<file path="src/rtl/srrw_pkg.sv">
// Shared types and constants for the selective-repeat receive window.
package srrw_pkg;

	localparam int SEQ_W     = 16;
	localparam int PAYLOAD_W = 64;
	localparam int NBYTES_W  = 4;
	localparam int TDATA_W   = 88;
	localparam int OUSER_W   = 3;

	localparam logic KIND_ACK  = 1'b0;
	localparam logic KIND_DATA = 1'b1;

	typedef struct packed {
		logic capture;
		logic store;
		logic adv;
		logic emit_ack;
		logic ack_last;
		logic clr_idx;
		logic emit_chunk;
		logic inc_idx;
		logic slide;
	} cmd_t;

	typedef struct packed {
		logic active;
		logic in_win;
		logic storable;
		logic adv_ok;
		logic deliver;
		logic chunk_last;
		logic out_free;
	} sts_t;

	typedef struct packed {
		logic                 kind;
		logic                 relay;
		logic [SEQ_W-1:0]     seq;
		logic [PAYLOAD_W-1:0] data;
		logic [NBYTES_W-1:0]  nbytes;
		logic                 done;
		logic                 last;
	} res_t;

endpackage

</file>
<file path="src/rtl/srrw_ctrl.sv">
// Sequencing state machine for the selective-repeat receive window.
module srrw_ctrl (
	input  logic           clk,
	input  logic           arst_n,
	input  logic           in_valid,
	output logic           in_ready,
	input  srrw_pkg::sts_t sts,
	output srrw_pkg::cmd_t cmd
);

	typedef enum logic [2:0] {
		ST_IDLE,
		ST_CHECK,
		ST_ADV,
		ST_ACK,
		ST_RD,
		ST_EMIT
	} state_t;

	state_t state_q;

	assign in_ready = (state_q == ST_IDLE);

	always_comb begin
		cmd = '0;
		case (state_q)
			ST_IDLE: begin
				cmd.capture = in_valid;
			end
			ST_CHECK: begin
				cmd.store = sts.active && sts.storable;
			end
			ST_ADV: begin
				cmd.adv = sts.adv_ok;
			end
			ST_ACK: begin
				cmd.emit_ack = sts.out_free;
				cmd.ack_last = !(sts.in_win && sts.deliver);
				cmd.clr_idx  = sts.out_free;
			end
			ST_EMIT: begin
				cmd.emit_chunk = sts.out_free;
				cmd.slide      = sts.out_free && sts.chunk_last;
				cmd.inc_idx    = sts.out_free && !sts.chunk_last;
			end
			default: begin
				cmd = '0;
			end
		endcase
	end

	always_ff @(posedge clk or negedge arst_n) begin
		if (!arst_n) begin
			state_q <= ST_IDLE;
		end else begin
			case (state_q)
				ST_IDLE: begin
					if (in_valid) state_q <= ST_CHECK;
				end
				ST_CHECK: begin
					if (!sts.active) state_q <= ST_IDLE;
					else if (sts.in_win) state_q <= ST_ADV;
					else state_q <= ST_ACK;
				end
				ST_ADV: begin
					if (!sts.adv_ok) state_q <= ST_ACK;
				end
				ST_ACK: begin
					if (sts.out_free) begin
						if (sts.in_win && sts.deliver) state_q <= ST_RD;
						else state_q <= ST_IDLE;
					end
				end
				ST_RD: begin
					state_q <= ST_EMIT;
				end
				ST_EMIT: begin
					if (sts.out_free) begin
						if (sts.chunk_last) state_q <= ST_IDLE;
						else state_q <= ST_RD;
					end
				end
				default: begin
					state_q <= ST_IDLE;
				end
			endcase
		end
	end

endmodule

</file>
<file path="src/rtl/srrw_dpath.sv">
// Window state, slot store and result register for the selective-repeat receive window.
module srrw_dpath #(
	parameter int WINDOW      = 8,
	parameter int CHUNK_BYTES = 8,
	parameter int SEQ_BITS    = 16
) (
	input  logic                                 clk,
	input  logic                                 arst_n,
	input  logic                                 in_relay,
	input  logic [srrw_pkg::SEQ_W-1:0]           in_seq,
	input  logic [srrw_pkg::PAYLOAD_W-1:0]       in_payload,
	input  logic [srrw_pkg::NBYTES_W-1:0]        in_nbytes,
	input  logic                                 in_final,
	input  srrw_pkg::cmd_t                       cmd,
	output srrw_pkg::sts_t                       sts,
	output logic                                 out_valid,
	input  logic                                 out_ready,
	output srrw_pkg::res_t                       out_res
);

	localparam int IW     = (WINDOW > 1) ? $clog2(WINDOW) : 1;
	localparam int CW     = $clog2(WINDOW + 1);
	localparam int HALF_W = WINDOW / 2;
	localparam int NB     = srrw_pkg::PAYLOAD_W / 8;

	function automatic logic [IW-1:0] slot_of(input logic [IW-1:0] head,
		input logic [CW-1:0] k);
		logic [CW:0] s;
		s = (CW+1)'(head) + (CW+1)'(k);
		if (s >= (CW+1)'(WINDOW)) s = s - (CW+1)'(WINDOW);
		return IW'(s);
	endfunction

	// Captured packet.
	logic                              relay_q;
	logic [SEQ_BITS-1:0]               seq_q;
	logic [srrw_pkg::PAYLOAD_W-1:0]    pay_q;
	logic [srrw_pkg::NBYTES_W-1:0]     nb_q;
	logic                              fin_q;

	// Window state.
	logic [SEQ_BITS-1:0]               base_q;
	logic [CW-1:0]                     cnt_q;
	logic [IW-1:0]                     head_q;
	logic [WINDOW-1:0]                 rcv_q;
	logic [CW-1:0]                     idx_q;
	logic [SEQ_BITS-1:0]               final_seq_q;
	logic                              final_seen_q;
	logic [srrw_pkg::NBYTES_W-1:0]     final_bytes_q;
	logic                              finished_q;

	logic [srrw_pkg::PAYLOAD_W-1:0]    mem_q [WINDOW];
	logic [srrw_pkg::PAYLOAD_W-1:0]    rd_q;

	logic                              out_valid_q;
	srrw_pkg::res_t                    out_res_q;

	logic [srrw_pkg::NBYTES_W-1:0]     nb_sat;
	logic [srrw_pkg::PAYLOAD_W-1:0]    pay_masked;
	logic [SEQ_BITS-1:0]               diff;
	logic [SEQ_BITS-1:0]               fdiff;
	logic [CW-1:0]                     diff_k;
	logic                              in_win;
	logic                              below;
	logic                              fin;
	logic                              chunk_final;
	logic                              out_free;
	logic                              load;
	srrw_pkg::res_t                    res_next;

	always_comb begin
		if (in_nbytes > srrw_pkg::NBYTES_W'(CHUNK_BYTES)) nb_sat = srrw_pkg::NBYTES_W'(CHUNK_BYTES);
		else nb_sat = in_nbytes;
		for (int b = 0; b < NB; b++) begin
			pay_masked[8*b +: 8] = (srrw_pkg::NBYTES_W'(b) < nb_sat) ? in_payload[8*b +: 8] : 8'h00;
		end
	end

	assign diff        = seq_q - base_q;
	assign in_win      = diff < SEQ_BITS'(WINDOW);
	assign below       = diff[SEQ_BITS-1];
	assign diff_k      = CW'(diff);
	assign fdiff       = final_seq_q - base_q;
	assign fin         = final_seen_q && (fdiff < SEQ_BITS'(cnt_q));
	assign chunk_final = fin && (SEQ_BITS'(idx_q) == fdiff);
	assign out_free    = !out_valid_q || out_ready;

	always_comb begin
		sts.active     = !finished_q && (in_win || below);
		sts.in_win     = in_win;
		sts.storable   = in_win && (diff_k >= cnt_q);
		sts.adv_ok     = (cnt_q < CW'(WINDOW)) && rcv_q[slot_of(head_q, cnt_q)];
		sts.deliver    = (cnt_q >= CW'(HALF_W)) || fin;
		sts.chunk_last = (idx_q == cnt_q - CW'(1)) || chunk_final;
		sts.out_free   = out_free;
	end

	always_comb begin
		res_next = '0;
		if (cmd.emit_chunk) begin
			res_next.kind   = srrw_pkg::KIND_DATA;
			res_next.seq    = srrw_pkg::SEQ_W'(base_q + SEQ_BITS'(idx_q));
			res_next.data   = rd_q;
			res_next.nbytes = chunk_final ? final_bytes_q : srrw_pkg::NBYTES_W'(CHUNK_BYTES);
			res_next.done   = chunk_final;
			res_next.last   = sts.chunk_last;
		end else begin
			res_next.kind  = srrw_pkg::KIND_ACK;
			res_next.relay = relay_q;
			res_next.seq   = srrw_pkg::SEQ_W'(seq_q);
			res_next.last  = cmd.ack_last;
		end
	end

	assign load = cmd.emit_ack || cmd.emit_chunk;

	always_ff @(posedge clk) begin
		if (cmd.capture) begin
			relay_q <= in_relay;
			seq_q   <= SEQ_BITS'(in_seq);
			pay_q   <= pay_masked;
			nb_q    <= nb_sat;
			fin_q   <= in_final;
		end
		if (cmd.store) mem_q[slot_of(head_q, diff_k)] <= pay_q;
		rd_q <= mem_q[slot_of(head_q, idx_q)];
		if (load) out_res_q <= res_next;
	end

	always_ff @(posedge clk or negedge arst_n) begin
		if (!arst_n) begin
			base_q        <= '0;
			cnt_q         <= '0;
			head_q        <= '0;
			rcv_q         <= '0;
			idx_q         <= '0;
			final_seq_q   <= '0;
			final_seen_q  <= 1'b0;
			final_bytes_q <= '0;
			finished_q    <= 1'b0;
			out_valid_q   <= 1'b0;
		end else begin
			if (cmd.store) begin
				rcv_q[slot_of(head_q, diff_k)] <= 1'b1;
				if (fin_q) begin
					final_seq_q   <= seq_q;
					final_seen_q  <= 1'b1;
					final_bytes_q <= nb_q;
				end
			end
			if (cmd.adv) cnt_q <= cnt_q + CW'(1);
			if (cmd.clr_idx) idx_q <= '0;
			if (cmd.inc_idx) idx_q <= idx_q + CW'(1);
			if (cmd.emit_chunk) rcv_q[slot_of(head_q, idx_q)] <= 1'b0;
			if (cmd.slide) begin
				base_q <= base_q + SEQ_BITS'(cnt_q);
				head_q <= slot_of(head_q, cnt_q);
				cnt_q  <= '0;
				if (fin) finished_q <= 1'b1;
			end
			if (load) out_valid_q <= 1'b1;
			else if (out_ready) out_valid_q <= 1'b0;
		end
	end

	assign out_valid = out_valid_q;
	assign out_res   = out_res_q;

endmodule

</file>
<file path="src/rtl/selective_repeat_receive_window.sv">
// Selective-repeat receive window: acknowledges received packets and delivers chunks in order.
// Each accepted packet is first captured and then checked against the window; a packet inside
// the window then goes through the in-order scan, which passes each newly received slot in
// turn, and every acknowledged packet then places its acknowledgement in the output register.
// When the window slides, each delivered chunk goes through the registered read of the slot
// store followed by the output register load. A packet beyond the window or after the stream
// has finished is dropped after the check; an acknowledged packet that lies below the window
// goes from the check straight to its acknowledgement and slides nothing. Back-pressure on the
// output stalls the acknowledgement and each chunk load. The output register lets the next
// packet be taken while a result waits.
module selective_repeat_receive_window #(
	parameter int WINDOW      = 8,
	parameter int CHUNK_BYTES = 8,
	parameter int SEQ_BITS    = 16
) (
	input  logic                           clk,
	input  logic                           arst_n,
	input  logic                           s_axis_tvalid,
	output logic                           s_axis_tready,
	// seq [15:0], payload [79:16], payload_bytes [83:80], zero [87:84]
	input  logic [srrw_pkg::TDATA_W-1:0]   s_axis_tdata,
	// relay [0]
	input  logic                           s_axis_tuser,
	input  logic                           s_axis_tlast,
	output logic                           m_axis_tvalid,
	input  logic                           m_axis_tready,
	// ack_seq [15:0], data_out [79:16], data_bytes [83:80], zero [87:84]
	output logic [srrw_pkg::TDATA_W-1:0]   m_axis_tdata,
	// kind [0], ack_relay [1], stream_done [2]
	output logic [srrw_pkg::OUSER_W-1:0]   m_axis_tuser,
	output logic                           m_axis_tlast
);

	srrw_pkg::cmd_t cmd;
	srrw_pkg::sts_t sts;
	srrw_pkg::res_t res;

	srrw_ctrl u_ctrl (
		.clk      (clk),
		.arst_n   (arst_n),
		.in_valid (s_axis_tvalid),
		.in_ready (s_axis_tready),
		.sts      (sts),
		.cmd      (cmd)
	);

	srrw_dpath #(
		.WINDOW      (WINDOW),
		.CHUNK_BYTES (CHUNK_BYTES),
		.SEQ_BITS    (SEQ_BITS)
	) u_dpath (
		.clk        (clk),
		.arst_n     (arst_n),
		.in_relay   (s_axis_tuser),
		.in_seq     (s_axis_tdata[15:0]),
		.in_payload (s_axis_tdata[79:16]),
		.in_nbytes  (s_axis_tdata[83:80]),
		.in_final   (s_axis_tlast),
		.cmd        (cmd),
		.sts        (sts),
		.out_valid  (m_axis_tvalid),
		.out_ready  (m_axis_tready),
		.out_res    (res)
	);

	assign m_axis_tdata = {4'h0, res.nbytes, res.data, res.seq};
	assign m_axis_tuser = {res.done, res.relay, res.kind};
	assign m_axis_tlast = res.last;

endmodule

</file>
<file path="config.mk">
export PLATFORM = sky130hd
export DESIGN_NAME = selective_repeat_receive_window
export DESIGN_NICKNAME = d
export VERILOG_FILES = /design/src/rtl/srrw_pkg.sv /design/src/rtl/srrw_ctrl.sv /design/src/rtl/srrw_dpath.sv /design/src/rtl/selective_repeat_receive_window.sv
export SDC_FILE = /design/constraint.sdc
export NUM_CORES = 1
export LEC_CHECK = 0
export ABC_AREA = 1
export BUFFER_PORTS_ARGS = -buffer_cell sky130_fd_sc_hd__buf_2
export CAP_MARGIN = 15
export CORE_MARGIN = 5
export CORE_UTILIZATION = 65
export CTS_CLUSTER_SIZE = 24
export DETAILED_ROUTE_END_ITERATION = 7
export PLACE_DENSITY = 0.84
export SLEW_MARGIN = 20
export SYNTH_ARGS = -nofsm -noshare
export SYNTH_HDL_FRONTEND = slang
export SYNTH_SLANG_ARGS = --single-unit
</file>
<file path="constraint.sdc">
create_clock -name clk -period 10.6 [get_ports clk]
set_input_delay 0 -clock clk [delete_from_list [all_inputs] [get_ports clk]]
set_output_delay 0 -clock clk [all_outputs]
set_load 0.05 [all_outputs]
</file>
* Word-level counts from Yosys, hierarchy flattened
Memory sizes are Yosys's and may differ from the RTL's. A register that Yosys moved wholly into a read port is not among the register bits.
Index checks and enable logic that the tools add are counted.
** Storage, ports and cells
- Register bits after elaboration :: 235
- RAM bits :: 512
- Output and inout port bits :: 94
- Logic and storage cells :: 149
- Memories :: 1
** Operators by class
- $add $sub $neg :: 13
- Order comparisons :: 22
- Equality and inequality tests :: 11
- Mux-type cells :: 40
- Bitwise gates (word level) :: 3
- Reduce and logical (&&, ||, !) cells :: 28
** Memories
- u_dpath.mem_q :: depth 8, bits a word 64, read ports 1, clocked after Yosys merged registers in 1, wr ports 1, RTL line srrw_dpath.sv:52 : logic [srrw_pkg::PAYLOAD_W-1:0] mem_q [WINDOW];
** Operators with widths (number)
- 2-to-1 mux 3 bit :: 14
- adder 16 x 4 -> 16 bit :: 2
- subtractor 16 bit :: 2
- 2-to-1 mux 4 bit :: 6
- one-hot mux 3 bit (6 select lines) :: 1
- == test 4 x 16 -> 1 bit :: 1
- less-than comparator 16 x 4 -> 1 bit :: 1
- less-than comparator 16 x 4 -> 1 bit (second input constant) :: 1
- less-than comparator 3 x 4 -> 1 bit (first input constant) :: 4
- 2-to-1 mux 16 bit :: 1
- 2-to-1 mux 8 bit :: 2
- adder 3 x 4 -> 5 bit :: 3
- greater-or-equal comparator 5 x 4 -> 1 bit (second input constant) :: 3
- 2-to-1 mux 1 bit :: 13
- less-than comparator 3 x 4 -> 1 bit (second input constant) :: 3
- logical AND 1 bit :: 11
- subtractor 3 x 1 -> 3 bit (second input constant) :: 3
- adder 4 x 1 -> 4 bit (second input constant) :: 2
- AND 8 bit :: 1
- less-than comparator 1 x 4 -> 1 bit (first input constant) :: 2
- less-than comparator 2 x 4 -> 1 bit (first input constant) :: 2
- inverter 8 bit :: 1
- bitwise OR 8 bit :: 1
- demux 1 bit (select 3 bit) :: 2
- 19 further kinds :: 35

* Depth between registers and ports, before layout
- Depth in word-level cells :: 16
- Depth in mapped cells :: 23

* By module
From an unflattened synthesis, not the netlist that was laid out.
** Second synthesis, totals
- Cells, all modules :: 3013
- Area total of the unflattened synthesis :: 33353.2 µm²
** By module, submodules not included
- srrw_dpath :: instances 1, cells each 2956, area each 33001.7 µm², seq. area each 23332.4 µm²
- srrw_ctrl :: instances 1, cells each 52, area each 317.8 µm², seq. area each 75.1 µm²
- selective_repeat_receive_window :: instances 1, cells each 5, area each 33.8 µm², seq. area each 0.0 µm²

* Least setup slack after synthesis
OpenSTA, ideal clock, no wires.
- Path kind :: register to register
- From :: register u_ctrl.state_q[2]
- To :: register u_dpath.fin_q (enable)
- Library setup time :: 0.531 ns
- Arrival :: 4.219 ns
- Setup slack :: 5.850 ns
- Cell stages (with the launch flop) :: 5
- Path buffers :: 1
- Clock period less this slack :: 4.750 ns
- Cells stage by stage :: dfrtp_1 > buf_2 > inv_1 > nand2_1 > nor2_1
** RTL lines
- from (decl) :: RTL line srrw_ctrl.sv:20 : state_t state_q;
- from (signal assigned) :: RTL line srrw_ctrl.sv:54 : state_q <= ST_IDLE;
- from (signal assigned) :: RTL line srrw_ctrl.sv:58 : if (in_valid) state_q <= ST_CHECK;
- from (signal assigned) :: RTL line srrw_ctrl.sv:61 : if (!sts.active) state_q <= ST_IDLE;
- to (signal assigned) :: RTL line srrw_dpath.sv:123 : fin_q <= in_final;
- to (decl) :: RTL line srrw_dpath.sv:39 : logic fin_q;

* Worst setup path after layout
- From :: register u_dpath.seq_q[0]
- To :: memory u_dpath.mem_q[7][5] in the netlist's numbering (enable)
** Between the ends
- Word-level cells in the longest chain between the ends :: 8
- Elaborated cells on any way between the ends :: 15
- Those cells by class :: 3 x add/sub; 3 x order compare; 5 x mux; 4 x reduce/logical
** Ends and longest elaborated chain
- from (decl) :: RTL line srrw_dpath.sv:36 : logic [SEQ_BITS-1:0] seq_q;
- from (signal assigned) :: RTL line srrw_dpath.sv:120 : seq_q <= SEQ_BITS'(in_seq);
- subtractor 16 bit (*) :: RTL line srrw_dpath.sv:79 : assign diff = seq_q - base_q;
- less-than comparator 16 x 4 -> 1 bit :: RTL line srrw_dpath.sv:80 : assign in_win = diff < SEQ_BITS'(WINDOW);
- logical OR 1 bit :: RTL line srrw_dpath.sv:89 : sts.active = !finished_q && (in_win || below);
- logical AND 1 bit :: RTL line srrw_dpath.sv:89
- logical AND 1 bit :: RTL line srrw_ctrl.sv:31 : cmd.store = sts.active && sts.storable;
- 2-to-1 mux 1 bit :: RTL line srrw_ctrl.sv:26 : case (state_q)
- 2-to-1 mux 1 bit :: RTL line srrw_dpath.sv:125 : if (cmd.store) mem_q[slot_of(head_q, diff_k)] <= pay_q;
- 2-to-1 mux 1 bit (implied by the code) :: RTL line srrw_dpath.sv:125
- to (decl) :: RTL line srrw_dpath.sv:52
Mark *: on every way between the ends. The rest lies on a longest branch, timed or not. The select of a mux whose other input is x is not followed.

==> impl.org <==
** STA
- Clock skew on the completed layout was measured at 38.1 ps.
- The final-report max-slew violation count came to 0.
- Based on the critical path, the design can be clocked at up to 0.224 GHz.
- For the pin with the worst max-slew slack, the measured transition is 1090 ps.
- The worst path in the final design needs a cycle of 4470 ps, including I/O delays and setup.
- RSZ-0062 raised after global routing :: no
- Fin Hold WS :: 82.0 ps
- Relative slew slack :: 0.276
- In the finished design, the share of the clock period the worst path needs comes to 0.421.
- The number of hold violations in the final report came to 0.
- Setup violations remaining at the end of the flow were counted as 0.
- For the final routed database, the setup TNS stands at 0 ps.

** Clocking
- Maximum buffer depth of the clock tree :: 3
- TritonCTS built the clock tree.
- H-Tree Depth :: 3
- Number of clock buffers inserted by TritonCTS :: 80
- Counting every sink on the clock net gives 811.
- Clock-pin slew was measured on the worst setup and hold paths at 60 ps.
- The number of setup buffers added after CTS is 0.
- After clock tree synthesis, the repair step resized 0 gates.
- For the worst-skew pair, the clock arrives at the later sink with an insertion delay of 650 ps.
- The tree is rooted in a sky130_fd_sc_hd__clkbuf_16.

** Worst hold path
- The path class of the tightest hold or removal check is primary input to asynchronous set/reset pin.

** Placement
- Count of placed standard cells including taps :: 3740
- Final estimated routing congestion in global placement :: 0.962
- Once detailed placement completed, the half-perimeter wirelength came to 44300 µm.
- Port buffer count :: 179

** Yosys
- Post-synthesis cell count :: 2970
- Summing every instance area after synthesis gives 0.0334 mm².
- Area fraction of the dominant cell type after synthesis :: 0.617
- Counting distinct cell types in the post-synthesis netlist gives 48.
- Most frequently used flop master after synthesis :: sky130_fd_sc_hd__edfxtp_1
- Cell types with the largest area share after synthesis :: sky130_fd_sc_hd__edfxtp_1, sky130_fd_sc_hd__nand2_1, sky130_fd_sc_hd__dfrtp_1
- Total number of yosys warnings :: 0
- Of all flip-flops after synthesis, the portion carrying an async set or reset was 0.0752.
- The share of the Yosys chip area taken by registers is 0.701.
- Number of enable flip-flop cells after synthesis :: 686
- Synth area leader :: sky130_fd_sc_hd__edfxtp_1
- A synthesized cell averages 11.2 µm².
- FF+latch count, synth :: 811

** Critical path
- Type of the worst setup path :: flip-flop to flip-flop
- Element type at the critical path start :: flip-flop
- Setup slack of the worst register-to-register path :: 6130 ps
- In this design, the stage delay of the slowest critical-path cell is 640 ps.
- Of all nets on the critical path, the largest fanout is 34.
- CP Data Required Time :: 10850 ps
- Slowest CP cell :: sky130_fd_sc_hd__clkinv_2
- Signal arrival time at the worst endpoint :: 4720 ps
- Crit end category :: flip-flop
- List of cells traversed by the critical path :: inv_1 > ha_1 > inv_1 > fa_1 > inv_1 > fa_1 > xnor2_1 > xor2_1 > inv_1 > nor2_1 > nand4_1 > clkinv_2 > buf_4
- The cell that appears most often on the critical path is sky130_fd_sc_hd__inv_1.

** Global route
- Largest net degree at the start of global routing :: 150
- The first global-routing pass estimated 129000 µm of wire.
- The number of global-route vias before repair was 23400.
- In the global route stage, overall resource usage came out at 0.295.
- The number of antenna violations at the first check in global routing is 3.
- Summed over all layers, the global routing overflow is 0.

** Drt
- DRC marker count from the first detailed-route iteration :: 2929
- Dividing the detail-routed wire length by the instance count gives 21.0 µm.
- DRC violation count after routing :: 0
- Final routed wirelength across all metal layers :: 84000 µm
- DRT Pass-1 Iters :: 6
- Total via count after detailed routing :: 23400
- Dividing the detail-routed via count by the number of cells gives 5.85.
- The detail route stage leaves a number of antenna-violating nets equal to 0.

** Floorplanning
- The floorplan has 83 rows.
- For this configuration, the core starts out at a cell density of 0.654.
- The die is 237 µm tall.
- The floorplan step defined a die boundary enclosing 0.0560 mm².
- The die is 237 µm wide.
- Core region area :: 0.0511 mm²
- During I/O placement, the number of pins put on the boundary was 188.

** Cells and area
- Post-route non-filler standard cell count :: 4005
- The library cell used most frequently in the layout, excluding fill and tap cells, is sky130_fd_sc_hd__nand2_1.
- Compared with the post-synthesis result, the final layout area differs by 16.0%.
- After the last flow step, the layout net total stands at 3410.
- Commonest cells after routing, fill and taps aside :: sky130_fd_sc_hd__nand2_1, sky130_fd_sc_hd__edfxtp_1, sky130_fd_sc_hd__a21oi_1, sky130_fd_sc_hd__inv_1, sky130_fd_sc_hd__nor2_1
- Proportion of layout cells with a drive suffix above 1 :: 0.112
- Fillers :: 2988

** Run
- Max Cap Violations :: 0

** Pwr
- LEAKAGE :: 15.9 nW
- Peak supply drop :: 0.163 mV
- Fraction of power consumed by the clock network :: 0.422
- Power density over the cells :: 178 mW/mm²
- Flop pwr share :: 0.538
- Of the total power, the share spent switching nets is 0.221.
- Cell-internal power :: 5.39 mW
- Sw Pwr :: 1.53 mW
- The share of total power dissipated in combinational logic is 0.039.

** Outcome
- The run finished with clean final reports.
layer usage:
| metal | GRT usage | wire [µm] | vias up |
|---|---|---|---|
| met5 | 0 | 26 | - |
| met4 | 0.110 | 2820 | 4 |
| met3 | 0.0475 | 8550 | 244 |
| met2 | 0.509 | 42300 | 1516 |
| met1 | 0.383 | 30300 | 11100 |
| li1 | - | - | 10600 |
through the flow:
stage	power (mW)	setup slack, ps	instance area, µm²	utilization
floorplan	3.89	5850	33400	-
global route	7.11	5930	38800	0.759
finish	6.92	6130	38800	0.759
global placement	3.99	6340	34900	0.683
CTS	6.90	6260	38700	0.758
detailed placement	4.01	6300	34900	0.683
power by group through the flow:
stage	combinational, mW	sequential (mW)	clock, mW
final	0.272	3.72	2.92
after global placement	0.222	3.77	0
after CTS	0.265	3.72	2.92
after floorplan	0.143	3.75	0
after global routing	0.294	3.73	3.08
after detailed placement	0.229	3.78	0
kinds of logic (layout without fill, tap and decap cells):
group / count (synthesis) / count (layout) / synth area share
compound gates: 372 / 372 / 0.0573
xor+xnor: 41 / 41 / 0.0107
other cells: 1 / 5 / 0.000112
flops: 811 / 811 / 0.701
buf+inv: 429 / 780 / 0.0506
simple gates: 1258 / 1258 / 0.157
fa+ha+maj: 58 / 58 / 0.0233
cells in the mapped netlist, types with 4 or more instances:
master                     instances
sky130_fd_sc_hd__nor4_1            7
sky130_fd_sc_hd__inv_1           309
sky130_fd_sc_hd__clkbuf_1         88
sky130_fd_sc_hd__nand3_1          64
sky130_fd_sc_hd__buf_6             5
sky130_fd_sc_hd__a21oi_1         298
sky130_fd_sc_hd__nand2_1         854
sky130_fd_sc_hd__nor2_1          198
sky130_fd_sc_hd__nand3_2           4
sky130_fd_sc_hd__o21ai_1           8
sky130_fd_sc_hd__a31oi_1           6
sky130_fd_sc_hd__o21ai_0          45
sky130_fd_sc_hd__nand4_1          23
sky130_fd_sc_hd__buf_2            17
sky130_fd_sc_hd__fa_1              7
sky130_fd_sc_hd__or4_1            64
sky130_fd_sc_hd__nor3_1           20
sky130_fd_sc_hd__ha_1             51
sky130_fd_sc_hd__xor2_1           29
sky130_fd_sc_hd__dfxtp_1          64
sky130_fd_sc_hd__dfrtp_1          61
sky130_fd_sc_hd__nand2_2           7
sky130_fd_sc_hd__buf_4             4
sky130_fd_sc_hd__nand3b_1          6
sky130_fd_sc_hd__edfxtp_1        686
sky130_fd_sc_hd__xnor2_1          12
flip-flops by register name, summed over array words and instances (netlist names):
signal and count:
u_ctrl.state_q 3, u_dpath.idx_q 4, u_dpath.relay_q 1, u_dpath.final_seen_q 1, u_dpath.nb_q 4, u_dpath.rd_q 64, u_dpath.base_q 16, u_dpath.fin_q 1
u_dpath.out_valid 1, u_dpath.head_q 3, u_dpath.final_bytes_q 4, u_dpath.pay_q 64, u_dpath.out_res 88, u_dpath.seq_q 16, u_dpath.finished_q 1, u_dpath.cnt_q 4
u_dpath.rcv_q 8, u_dpath.mem_q 512, u_dpath.final_seq_q 16
worst max-delay path, delay by kind of cell (launching register included):
kind / cells / cell delay (ps)
adder cells (fa/ha/maj): 3 / 1140
AND/OR/NAND/NOR: 2 / 380
flip-flops: 1 / 360
XOR/XNOR: 2 / 510
buffers and inverters: 6 / 1670
path summary, 6_finish.rpt:
path,depth (start not counted),from,end
worst max-delay path,13,u_dpath.seq_q[0]$_DFFE_PP_,u_dpath.mem_q[7][5]$_DFFE_PP_
worst max register to register,13,u_dpath.seq_q[0]$_DFFE_PP_,u_dpath.mem_q[7][5]$_DFFE_PP_
worst min-delay path,3,arst_n,u_dpath.final_seq_q[12]$_DFFE_PN0P_
worst min register to register,2,u_dpath.final_seen_q$_DFFE_PN0P_,u_dpath.final_seen_q$_DFFE_PN0P_
min in group clk,2,s_axis_tuser,u_dpath.relay_q$_DFFE_PP_
max in group asynchronous,3,arst_n,u_dpath.final_bytes_q[1]$_DFFE_PN0P_
final cells by class:
type / count / area (µm²) / area share
clock inverters: 45 / 518 / 0.0134
flip-flops and latches: 811 / 23400 / 0.604
clock buffers: 103 / 2190 / 0.0565
inverters: 315 / 1210 / 0.0312
repair buffers: 317 / 2230 / 0.0576
well taps: 680 / 851 / 0.0219
diodes: 1 / 2.50 / 0.0000646
multi-input cells: 1733 / 8350 / 0.215
repair_timing:
| item | in CTS | in global routing |
|---|---|---|
| setup endpoints to repair | 0 | 0 |
| hold buffers | 116 | 0 |
| endpoints found under the hold margin | 158 | 0 |
Note: power is estimated with default switching activity, not from simulation.
